**src/hdl/bbm_pkg.sv**
```systemverilog
package bbm_pkg;

    // Converter operating modes as reported on the result channel.
    typedef enum logic [1:0] {
        MODE_BUCKBOOST = 2'd0,
        MODE_BUCK      = 2'd1,
        MODE_BOOST     = 2'd2,
        MODE_SHUTDOWN  = 2'd3
    } t_mode;

    // Configuration register indexes.
    typedef enum logic [2:0] {
        CFG_BAND_CENTER     = 3'd0,
        CFG_BAND_HYSTERESIS = 3'd1,
        CFG_OVER_VOLTAGE    = 3'd2,
        CFG_BUCK_DUTY_MAX   = 3'd3,
        CFG_BUCK_DUTY_MIN   = 3'd4,
        CFG_BOOST_DUTY_MAX  = 3'd5,
        CFG_BOOST_DUTY_MIN  = 3'd6
    } t_cfg_index;

    // Reset values of the configuration registers.
    localparam logic [15:0] BAND_CENTER_RST     = 16'd1000;
    localparam logic [15:0] BAND_HYSTERESIS_RST = 16'd200;
    localparam logic [15:0] OVER_VOLTAGE_RST    = 16'd60000;
    localparam logic [15:0] BUCK_DUTY_MAX_RST   = 16'd30000;
    localparam logic [15:0] BUCK_DUTY_MIN_RST   = 16'd1000;
    localparam logic [15:0] BOOST_DUTY_MAX_RST  = 16'd30000;
    localparam logic [15:0] BOOST_DUTY_MIN_RST  = 16'd1000;

    // Current configuration as seen by the control logic.
    typedef struct packed {
        logic [15:0] band_center;
        logic [15:0] band_hysteresis;
        logic [15:0] over_voltage_limit;
        logic [15:0] buck_duty_max;
        logic [15:0] buck_duty_min;
        logic [15:0] boost_duty_max;
        logic [15:0] boost_duty_min;
    } t_cfg;

    // One tick's voltage samples.
    typedef struct packed {
        logic [15:0] vin_now;
        logic [15:0] vout_now;
        logic [15:0] vin_mean;
        logic [15:0] vout_goal;
    } t_sample;

    // One result item.
    typedef struct packed {
        t_mode       mode;
        logic        drive_enable;
        logic        compares_valid;
        logic [15:0] buck_compare;
        logic [15:0] boost_compare;
        logic [15:0] adc_trigger_early;
        logic [15:0] adc_trigger_late;
        logic [15:0] duty_value;
    } t_result;

endpackage

```
**src/hdl/buck_boost_mode_duty_controller_unit.sv**
```systemverilog
// Four-switch buck-boost mode and duty controller, one input item per PWM tick.
// Input channel: i_in_valid / o_in_ready with the four voltage samples in mV.
// Result channel: o_out_valid / i_out_ready with mode, enables, timer compares
// and the duty count held after the tick.
// Configuration channel: i_cfg_valid / o_cfg_ready, always ready; i_cfg_index
// selects one of seven 16-bit registers, indexes beyond them are ignored.
// An accepted item passes through the input register, two stages of the constant
// divider for |error| / STEP_DIVISOR, then the result register that also updates
// mode, band and duty.
// Throughput: one item per cycle while the receiver is ready; the mode and duty
// feedback closes within the last stage, so consecutive items need no spacing.
// Reset: mode is shutdown, duty zero, band at the reset band center, all
// configuration registers at their reset values, no item in flight.
// When the receiver stalls, items stay in their stages and o_in_ready drops
// only once every stage is full.
module buck_boost_mode_duty_controller_unit #(
    parameter int PERIOD_COUNT = 32767,
    parameter int STEP_DIVISOR = 100
) (
    input  logic        i_clk,
    input  logic        i_rst_n,
    input  logic        i_cfg_valid,
    output logic        o_cfg_ready,
    input  logic [2:0]  i_cfg_index,
    input  logic [15:0] i_cfg_data,
    input  logic        i_in_valid,
    output logic        o_in_ready,
    input  logic [15:0] i_vin_now,
    input  logic [15:0] i_vout_now,
    input  logic [15:0] i_vin_mean,
    input  logic [15:0] i_vout_goal,
    output logic        o_out_valid,
    input  logic        i_out_ready,
    output logic [1:0]  o_mode,
    output logic        o_drive_enable,
    output logic        o_compares_valid,
    output logic [15:0] o_buck_compare,
    output logic [15:0] o_boost_compare,
    output logic [15:0] o_adc_trigger_early,
    output logic [15:0] o_adc_trigger_late,
    output logic [15:0] o_duty_value
);

    bbm_pkg::t_cfg      w_cfg;
    bbm_pkg::t_sample   w_in_sample;
    bbm_pkg::t_sample   w_div_sample;
    logic [15:0]        w_div_step;
    logic               w_div_valid;
    logic               w_core_ready;
    bbm_pkg::t_result   w_result;

    assign o_cfg_ready = 1'b1;

    bbm_cfg_regs u_cfg_regs (
        .i_clk       (i_clk),
        .i_rst_n     (i_rst_n),
        .i_cfg_valid (i_cfg_valid),
        .i_cfg_ready (o_cfg_ready),
        .i_cfg_index (i_cfg_index),
        .i_cfg_data  (i_cfg_data),
        .o_cfg       (w_cfg)
    );

    assign w_in_sample.vin_now   = i_vin_now;
    assign w_in_sample.vout_now  = i_vout_now;
    assign w_in_sample.vin_mean  = i_vin_mean;
    assign w_in_sample.vout_goal = i_vout_goal;

    bbm_step_div #(
        .STEP_DIVISOR (STEP_DIVISOR)
    ) u_step_div (
        .i_clk    (i_clk),
        .i_rst_n  (i_rst_n),
        .i_valid  (i_in_valid),
        .o_ready  (o_in_ready),
        .i_sample (w_in_sample),
        .o_valid  (w_div_valid),
        .i_ready  (w_core_ready),
        .o_sample (w_div_sample),
        .o_step   (w_div_step)
    );

    bbm_ctrl_core #(
        .PERIOD_COUNT (PERIOD_COUNT)
    ) u_ctrl_core (
        .i_clk    (i_clk),
        .i_rst_n  (i_rst_n),
        .i_cfg    (w_cfg),
        .i_valid  (w_div_valid),
        .o_ready  (w_core_ready),
        .i_sample (w_div_sample),
        .i_step   (w_div_step),
        .o_valid  (o_out_valid),
        .i_ready  (i_out_ready),
        .o_result (w_result)
    );

    assign o_mode              = w_result.mode;
    assign o_drive_enable      = w_result.drive_enable;
    assign o_compares_valid    = w_result.compares_valid;
    assign o_buck_compare      = w_result.buck_compare;
    assign o_boost_compare     = w_result.boost_compare;
    assign o_adc_trigger_early = w_result.adc_trigger_early;
    assign o_adc_trigger_late  = w_result.adc_trigger_late;
    assign o_duty_value        = w_result.duty_value;

endmodule

```
**src/hdl/bbm_cfg_regs.sv**
```systemverilog
module bbm_cfg_regs (
    input  logic                i_clk,
    input  logic                i_rst_n,
    input  logic                i_cfg_valid,
    input  logic                i_cfg_ready,
    input  logic [2:0]          i_cfg_index,
    input  logic [15:0]         i_cfg_data,
    output bbm_pkg::t_cfg       o_cfg
);

    bbm_pkg::t_cfg r_cfg;
    bbm_pkg::t_cfg n_cfg;

    // Decode the register index; indexes beyond the list are ignored.
    always_comb begin
        n_cfg = r_cfg;
        if (i_cfg_valid && i_cfg_ready) begin
            case (bbm_pkg::t_cfg_index'(i_cfg_index))
                bbm_pkg::CFG_BAND_CENTER:     n_cfg.band_center        = i_cfg_data;
                bbm_pkg::CFG_BAND_HYSTERESIS: n_cfg.band_hysteresis    = i_cfg_data;
                bbm_pkg::CFG_OVER_VOLTAGE:    n_cfg.over_voltage_limit = i_cfg_data;
                bbm_pkg::CFG_BUCK_DUTY_MAX:   n_cfg.buck_duty_max      = i_cfg_data;
                bbm_pkg::CFG_BUCK_DUTY_MIN:   n_cfg.buck_duty_min      = i_cfg_data;
                bbm_pkg::CFG_BOOST_DUTY_MAX:  n_cfg.boost_duty_max     = i_cfg_data;
                bbm_pkg::CFG_BOOST_DUTY_MIN:  n_cfg.boost_duty_min     = i_cfg_data;
                default: n_cfg = r_cfg;
            endcase
        end
    end

    // Register file with reset values.
    always_ff @(posedge i_clk) begin
        if (!i_rst_n) begin
            r_cfg.band_center        <= bbm_pkg::BAND_CENTER_RST;
            r_cfg.band_hysteresis    <= bbm_pkg::BAND_HYSTERESIS_RST;
            r_cfg.over_voltage_limit <= bbm_pkg::OVER_VOLTAGE_RST;
            r_cfg.buck_duty_max      <= bbm_pkg::BUCK_DUTY_MAX_RST;
            r_cfg.buck_duty_min      <= bbm_pkg::BUCK_DUTY_MIN_RST;
            r_cfg.boost_duty_max     <= bbm_pkg::BOOST_DUTY_MAX_RST;
            r_cfg.boost_duty_min     <= bbm_pkg::BOOST_DUTY_MIN_RST;
        end else begin
            r_cfg <= n_cfg;
        end
    end

    assign o_cfg = r_cfg;

endmodule

```
**src/hdl/bbm_step_div.sv**
```systemverilog
module bbm_step_div #(
    parameter int STEP_DIVISOR = 100
) (
    input  logic                i_clk,
    input  logic                i_rst_n,
    input  logic                i_valid,
    output logic                o_ready,
    input  bbm_pkg::t_sample    i_sample,
    output logic                o_valid,
    input  logic                i_ready,
    output bbm_pkg::t_sample    o_sample,
    output logic [15:0]         o_step
);

    // A divisor of zero behaves as one.
    localparam int          DIV_EFF = (STEP_DIVISOR == 0) ? 1 : STEP_DIVISOR;
    localparam logic [15:0] DIV_W   = 16'(DIV_EFF);
    // Truncated reciprocal scaled by 2^16; the quotient estimate is low by at most one.
    localparam logic [16:0] RECIP   = 17'(65536 / DIV_EFF);

    logic               r_v0, r_v1, r_v2;
    logic               w_en0, w_en1, w_en2;
    bbm_pkg::t_sample   r_s0, r_s1, r_s2;
    logic [15:0]        r_err1;
    logic [15:0]        r_q1;
    logic [15:0]        r_step2;
    logic [15:0]        w_err;
    logic [32:0]        w_prod1;
    logic [31:0]        w_prod2;
    logic [15:0]        w_rem;
    logic [15:0]        w_step;

    // Each stage moves when it is empty or its successor moves.
    assign w_en2   = !r_v2 || i_ready;
    assign w_en1   = !r_v1 || w_en2;
    assign w_en0   = !r_v0 || w_en1;
    assign o_ready = w_en0;

    // Stage 1: regulation error magnitude and quotient estimate.
    assign w_err   = (r_s0.vout_now > r_s0.vout_goal) ? r_s0.vout_now - r_s0.vout_goal
                                                      : r_s0.vout_goal - r_s0.vout_now;
    assign w_prod1 = 33'(w_err) * 33'(RECIP);

    // Stage 2: one correction step on the quotient.
    assign w_prod2 = 32'(r_q1) * 32'(DIV_W);
    assign w_rem   = r_err1 - w_prod2[15:0];
    assign w_step  = (w_rem >= DIV_W) ? r_q1 + 16'd1 : r_q1;

    // Valid bits of the three stages.
    always_ff @(posedge i_clk) begin
        if (!i_rst_n) begin
            r_v0 <= 1'b0;
            r_v1 <= 1'b0;
            r_v2 <= 1'b0;
        end else begin
            if (w_en0) begin
                r_v0 <= i_valid;
            end
            if (w_en1) begin
                r_v1 <= r_v0;
            end
            if (w_en2) begin
                r_v2 <= r_v1;
            end
        end
    end

    // Stage payloads.
    always_ff @(posedge i_clk) begin
        if (w_en0) begin
            r_s0 <= i_sample;
        end
        if (w_en1) begin
            r_s1   <= r_s0;
            r_err1 <= w_err;
            r_q1   <= w_prod1[31:16];
        end
        if (w_en2) begin
            r_s2    <= r_s1;
            r_step2 <= w_step;
        end
    end

    assign o_valid  = r_v2;
    assign o_sample = r_s2;
    assign o_step   = r_step2;

endmodule

```
**src/hdl/bbm_ctrl_core.sv**
```systemverilog
module bbm_ctrl_core #(
    parameter int PERIOD_COUNT = 32767
) (
    input  logic                i_clk,
    input  logic                i_rst_n,
    input  bbm_pkg::t_cfg       i_cfg,
    input  logic                i_valid,
    output logic                o_ready,
    input  bbm_pkg::t_sample    i_sample,
    input  logic [15:0]         i_step,
    output logic                o_valid,
    input  logic                i_ready,
    output bbm_pkg::t_result    o_result
);

    localparam logic [15:0] PERIOD_W    = 16'(PERIOD_COUNT);
    localparam logic [15:0] PERIOD_NEXT = 16'(PERIOD_COUNT + 1);

    bbm_pkg::t_mode     r_mode, n_mode;
    logic [15:0]        r_band, n_band;
    logic [15:0]        r_duty, n_duty;
    logic               r_out_valid;
    bbm_pkg::t_result   r_res, n_res;
    logic               w_en;

    // The result register takes a new item when empty or being drained.
    assign w_en    = !r_out_valid || i_ready;
    assign o_ready = w_en;

    // Mode choice, over-voltage shutdown, duty update and compare generation.
    always_comb begin
        logic [15:0] v_narrow;
        logic [16:0] v_wide_sum;
        logic [15:0] v_wide;
        logic [15:0] v_diff;
        logic [16:0] v_duty_sum;
        logic [15:0] v_duty;
        logic [15:0] v_hi;
        logic [15:0] v_lo;
        logic        v_ov;

        v_narrow   = (i_cfg.band_center > i_cfg.band_hysteresis)
                   ? i_cfg.band_center - i_cfg.band_hysteresis : 16'd0;
        v_wide_sum = {1'b0, i_cfg.band_center} + {1'b0, i_cfg.band_hysteresis};
        v_wide     = v_wide_sum[16] ? 16'hFFFF : v_wide_sum[15:0];
        v_diff     = (i_sample.vin_mean > i_sample.vout_goal)
                   ? i_sample.vin_mean - i_sample.vout_goal
                   : i_sample.vout_goal - i_sample.vin_mean;

        n_mode = r_mode;
        n_band = r_band;
        n_duty = r_duty;

        // Hysteretic band decision; exactly on the edge keeps mode and band.
        if ({1'b0, i_sample.vout_goal} > ({1'b0, i_sample.vin_mean} + {1'b0, r_band})) begin
            n_mode = bbm_pkg::MODE_BOOST;
            n_band = v_narrow;
        end else if (({1'b0, i_sample.vout_goal} + {1'b0, r_band})
                     < {1'b0, i_sample.vin_mean}) begin
            n_mode = bbm_pkg::MODE_BUCK;
            n_band = v_narrow;
        end else if (v_diff < r_band) begin
            n_mode = bbm_pkg::MODE_BUCKBOOST;
            n_band = v_wide;
        end

        v_ov = (i_sample.vin_now >= i_cfg.over_voltage_limit)
            || (i_sample.vout_now >= i_cfg.over_voltage_limit);
        if (v_ov) begin
            n_mode = bbm_pkg::MODE_SHUTDOWN;
            n_duty = 16'd0;
        end

        // Saturating duty step toward the target.
        v_duty_sum = {1'b0, r_duty} + {1'b0, i_step};
        if (i_sample.vout_now < i_sample.vout_goal) begin
            v_duty = v_duty_sum[16] ? 16'hFFFF : v_duty_sum[15:0];
        end else if (i_sample.vout_now > i_sample.vout_goal) begin
            v_duty = (r_duty > i_step) ? r_duty - i_step : 16'd0;
        end else begin
            v_duty = r_duty;
        end

        // Mode-dependent clamp; crossed limits resolve toward the maximum above min.
        v_hi = (n_mode == bbm_pkg::MODE_BUCK) ? i_cfg.buck_duty_max : i_cfg.boost_duty_max;
        v_lo = (n_mode == bbm_pkg::MODE_BUCK) ? i_cfg.buck_duty_min : i_cfg.boost_duty_min;
        if (v_duty > v_lo) begin
            v_duty = (v_duty < v_hi) ? v_duty : v_hi;
        end else begin
            v_duty = v_lo;
        end

        n_res.mode              = n_mode;
        n_res.drive_enable      = 1'b0;
        n_res.compares_valid    = 1'b0;
        n_res.buck_compare      = 16'd0;
        n_res.boost_compare     = 16'd0;
        n_res.adc_trigger_early = 16'd0;
        n_res.adc_trigger_late  = 16'd0;

        if (n_mode != bbm_pkg::MODE_SHUTDOWN) begin
            n_duty                  = v_duty;
            n_res.drive_enable      = 1'b1;
            n_res.compares_valid    = 1'b1;
            n_res.buck_compare      = (n_mode == bbm_pkg::MODE_BOOST) ? PERIOD_NEXT : v_duty;
            n_res.boost_compare     = (n_mode == bbm_pkg::MODE_BUCK) ? 16'd0 : v_duty;
            n_res.adc_trigger_early = v_duty >> 1;
            n_res.adc_trigger_late  = (v_duty < PERIOD_W)
                                    ? v_duty + ((PERIOD_W - v_duty) >> 1) : v_duty;
        end
        n_res.duty_value = n_duty;
    end

    // Converter state and result valid.
    always_ff @(posedge i_clk) begin
        if (!i_rst_n) begin
            r_mode      <= bbm_pkg::MODE_SHUTDOWN;
            r_band      <= bbm_pkg::BAND_CENTER_RST;
            r_duty      <= 16'd0;
            r_out_valid <= 1'b0;
        end else if (w_en) begin
            r_out_valid <= i_valid;
            if (i_valid) begin
                r_mode <= n_mode;
                r_band <= n_band;
                r_duty <= n_duty;
            end
        end
    end

    // Result payload register.
    always_ff @(posedge i_clk) begin
        if (w_en && i_valid) begin
            r_res <= n_res;
        end
    end

    assign o_valid  = r_out_valid;
    assign o_result = r_res;

    // The pending result always reflects the held converter state.
    a_state_matches: assert property (@(posedge i_clk) disable iff (!i_rst_n)
        r_out_valid |-> (r_res.duty_value == r_duty) && (r_res.mode == r_mode))
        else $error("result does not match held converter state");

    // Enables follow the mode: off exactly in shutdown.
    a_enable_mode: assert property (@(posedge i_clk) disable iff (!i_rst_n)
        r_out_valid |-> (r_res.drive_enable == r_res.compares_valid)
                     && (r_res.drive_enable == (r_res.mode != bbm_pkg::MODE_SHUTDOWN)))
        else $error("drive enable inconsistent with mode");

    // Shutdown results carry cleared compares.
    a_shutdown_compares: assert property (@(posedge i_clk) disable iff (!i_rst_n)
        (r_out_valid && r_res.mode == bbm_pkg::MODE_SHUTDOWN) |->
            (r_res.buck_compare == 16'd0) && (r_res.boost_compare == 16'd0)
            && (r_res.adc_trigger_early == 16'd0) && (r_res.adc_trigger_late == 16'd0))
        else $error("compares not cleared in shutdown");

    // Buck mode leaves the boost leg off.
    a_buck_leg: assert property (@(posedge i_clk) disable iff (!i_rst_n)
        (r_out_valid && r_res.mode == bbm_pkg::MODE_BUCK) |-> (r_res.boost_compare == 16'd0))
        else $error("boost compare active in buck mode");

endmodule
```
**config.mk**
```make
export PLATFORM = sky130hd
export DESIGN_NAME = buck_boost_mode_duty_controller_unit
export DESIGN_NICKNAME = d
export VERILOG_FILES = /design/src/hdl/bbm_pkg.sv /design/src/hdl/buck_boost_mode_duty_controller_unit.sv /design/src/hdl/bbm_cfg_regs.sv /design/src/hdl/bbm_step_div.sv /design/src/hdl/bbm_ctrl_core.sv
export SDC_FILE = /design/constraint.sdc
export NUM_CORES = 1
export LEC_CHECK = 0
export BUFFER_PORTS_ARGS = -buffer_cell sky130_fd_sc_hd__buf_2
export CAP_MARGIN = 20
export CELL_PAD_IN_SITES_DETAIL_PLACEMENT = 0
export CELL_PAD_IN_SITES_GLOBAL_PLACEMENT = 1
export CORE_ASPECT_RATIO = 1.1
export CORE_MARGIN = 3
export CORE_UTILIZATION = 53
export CTS_BUF_LIST = sky130_fd_sc_hd__clkbuf_16
export CTS_CLUSTER_DIAMETER = 30
export CTS_CLUSTER_SIZE = 40
export DETAILED_ROUTE_END_ITERATION = 10
export PLACE_DENSITY = 0.95
export SETUP_SLACK_MARGIN = 0.15
export SLEW_MARGIN = 20
export SYNTH_ARGS = -nofsm -noshare
export SYNTH_HDL_FRONTEND = slang
export SYNTH_SLANG_ARGS = --single-unit
```
**constraint.sdc**
```tcl
create_clock -name i_clk -period 25.2 [get_ports i_clk]
set_clock_uncertainty 0.1 [all_clocks]
set_input_delay 5.04 -clock i_clk [delete_from_list [all_inputs] [get_ports i_clk]]
set_output_delay 5.04 -clock i_clk [all_outputs]
set_load 0.1 [all_outputs]
```
==> metrics.yaml <==
synth:
  yosysTopAreaCellShare_pct: 29.5
  netlist_top_cells_area: "edfxtp_1 29%, ha_1 17%, dfxtp_1 9.5%"
  async_reset_ff_share_pct: 0
  ys_types: 92
  synth_edf_count: 309
  synth_seq_cells: 459
  synth-simple-area-share_pct: 12.0
  synth_ff_type: "edfxtp_1"
  synth_fa_ha_area_share_pct: 21.5
  syn_inst: 3178
  ys_seq_area_share_pct: 39.0
  synth_area_mm2: 0.0315
  synth_compound_area_share_pct: 17.2
  synth_top_family_by_area: "adder cells"
  postSynthAreaPerCell_um2: 9.91
  synth_top_area_cell: "edfxtp_1"
  synth-xor-area-share_pct: 2.78
  syn-num-nets: 3769
  yosysWarningCount: 0
  synth_mux_area_share_pct: 2.42
timing:
  relSlewSlack_pct: 24.7
  fin_tns_setup_ns: 0
  min_period_over_period_pct: 47.4
  fmax_mhz: 83.7
  final_max_slew_viol_count: 0
  rsz0062_at_grt: "false"
  setup_violations: 0
  hold_viol_final: 0
  timing.final.crit_period_ns: 11.95
  worstMarginPinSlew_ns: 1.13
  whs_ns: 0.312
die:
  fp-row-count: 93
  core-area_mm2: 0.0586
  die_x_um: 238
  io-pin-count: 175
  start_util_pct: 53.7
  die_h_um: 262
  die_area_mm2: 0.0624
power:
  p_per_area_mw_per_mm2: 138
  leakagePower_nw: 16.1
  ir_worst_vdd_mv: 0.199
setup_path:
  critPathSlowestCell: "buf_4"
  max_stage_delay_ns: 0.54
  crit_type: "reg2reg"
  cp.arrival_ns: 12.21
  endpoint_kind: "register"
  startpoint_type: "register"
  crit_path_frequent_cell: "a21o_1"
  required_ns: 25.46
  cp_max_fo: 34
run_status:
  status: "complete, no violations"
final_layout:
  final_common_cell: "ha_1"
  n_fill_cell: 4829
  regArea_mm2: 0.0123
  fin_nets: 3953
  multi_input_area_mm2: 0.0177
  areaGrowthSynthToFinish_pct: 14.6
  diodes: 0
  final_cell_mix: "439 x ha_1, 353 x nand2_1, 316 x inv_1"
  fin_cells: 4196
  drive_gt1_share_pct: 12.0
clocking:
  path_clk_slew_ns: 0.05
  htree_levels: 3
  cts_tree: "yes"
  post_cts_resized: 0
  clockBufferDepth: 3
  cts_hold_buf: 0
  clock_sinks: 459
  post_cts_buffers: 0
  clock-root-buffer: "clkbuf_16"
  clk_latency_ns: 0.63
  numCtsBuffers: 86
route:
  via_count: 24300
  drtIter0Drc: 1799
  drt-total-wl_mm: 81.0
  vias_per_cell: 5.79
  drc: 0
  post_drt_wl_per_cell_um: 19.3
  detail-route-antenna-nets: 0
  firstDrtPassIters: 5
global_routing:
  grt_use_total_pct: 25.8
  overflow: 0
  grt_pass1_vias: 23800
  grt_pass1_wl_mm: 128
  grt_max_degree: 86
  grt_antenna_before_repair: 2
placement:
  portBuffers: 172
  dp.cells: 4033
  gp_congestion: 0.925
  dp_hpwl_mm: 61.1
min_path:
  hp-class: "reg2reg"
job:
  max_cap_viol_count: 0
==> routing by layer <==
metal | GRT usage (%) | vias up | part of all wire [%]
li1 | - | 11800 | -
met1 | 33.0 | 11600 | 42
met2 | 44.8 | 754 | 49
met3 | 3.46 | 154 | 5.6
met4 | 9.58 | 0 | 3.4
met5 | 0 | - | 0
==> cells in the mapped netlist, types with 10 or more instances <==
cell type / n
ha_1: 439
nand2_1: 355
edfxtp_1: 309
inv_1: 309
a21oi_1: 192
nor2_1: 185
dfxtp_1: 150
o21ai_0: 123
a21o_1: 93
clkbuf_1: 81
a21boi_0: 76
nand3_1: 66
xnor2_1: 65
fa_1: 64
nor3_1: 51
mux2i_1: 48
nand4_1: 44
o21bai_1: 43
xor2_1: 35
nor2b_1: 34
o211ai_1: 28
o21ai_1: 26
nand2b_1: 23
o31ai_1: 21
o21a_1: 19
a211oi_1: 18
o22ai_1: 18
mux2_2: 17
and2_1: 11
and3_1: 11
or3_1: 10
==> power by group <==
| group | switching [W] | total (W) | internal (W) |
|---|---|---|---|
| clock network | 0.000412 | 0.00115 | 0.000737 |
| logic | 0.00162 | 0.00283 | 0.00121 |
| registers | 0.0000437 | 0.000983 | 0.000939 |
| total | 0.00208 | 0.00497 | 0.00289 |
==> stage by stage <==
step / power, W / area (um^2) / utilization [%] / setup slack (ns)
2_1_floorplan: 0.00321 / 31500 / - / 12.76
3_3_place_gp: 0.00372 / 33100 / 56.4 / 13.26
3_5_place_dp: 0.00381 / 33100 / 56.4 / 13.24
4_1_cts: 0.00499 / 36100 / 61.5 / 13.25
5_1_grt: 0.00541 / 36100 / 61.5 / 12.48
6_report: 0.00497 / 36100 / 61.5 / 13.25
==> worst paths after layout <==
check | from | to | slack, ns | depth (start not counted)
hold reg to reg | u_step_div.r_s1[54] | u_step_div.o_sample[54] | 0.31 | 0
setup reg to reg | u_step_div.o_sample[16] | u_ctrl_core.o_result[29] | 13.25 | 49
hold / removal | u_step_div.r_s1[54] | u_step_div.o_sample[54] | 0.31 | 0
setup / recovery | u_step_div.o_sample[16] | u_ctrl_core.o_result[29] | 13.25 | 49
==> area by class of cell <==
class	instances	share of cell area [%]
multi-input combinational	2305	48.9
tap	760	2.63
clock buffer	86	5.96
inverter	313	3.26
sequential	459	34.0
clock inverter	76	2.26
timing repair buffer	197	2.91
==> registers in the layout (all words and copies together) (netlist names) <==
name,cells
u_cfg_regs.o_cfg,112
u_ctrl_core.o_result,82
u_step_div.o_sample,64
u_step_div.r_s0,64
u_step_div.r_s1,64
u_ctrl_core.r_band,16
u_ctrl_core.r_duty,16
u_step_div.r_err1,14
u_step_div.o_step,11
u_step_div.r_q1,10
u_ctrl_core.r_mode,2
u_ctrl_core.o_valid,1
u_step_div.o_valid,1
u_step_div.r_v0,1
u_step_div.r_v1,1
==> logic make-up after synthesis <==
group / after synthesis
adder cells (fa/ha/maj): 503
buffers and inverters: 414
AND/OR/NAND/NOR: 833
AO/OA/AOI/OAI: 796
flip-flops: 459
other: 2
multiplexers: 71
XOR/XNOR: 100
==> worst max-delay path: cells and delay by family (launching register included) <==
family,cells,cell delay [ns]
adders and majority gates,5,1.43
muxes,4,1.21
DFF,1,0.44
buffers and inverters,6,1.13
AOI/OAI and AO/OA,25,5.95
and+or+nand+nor,7,1.14
xor gates and xnor gates,2,0.24
Power figures use the tool's default switching activity.
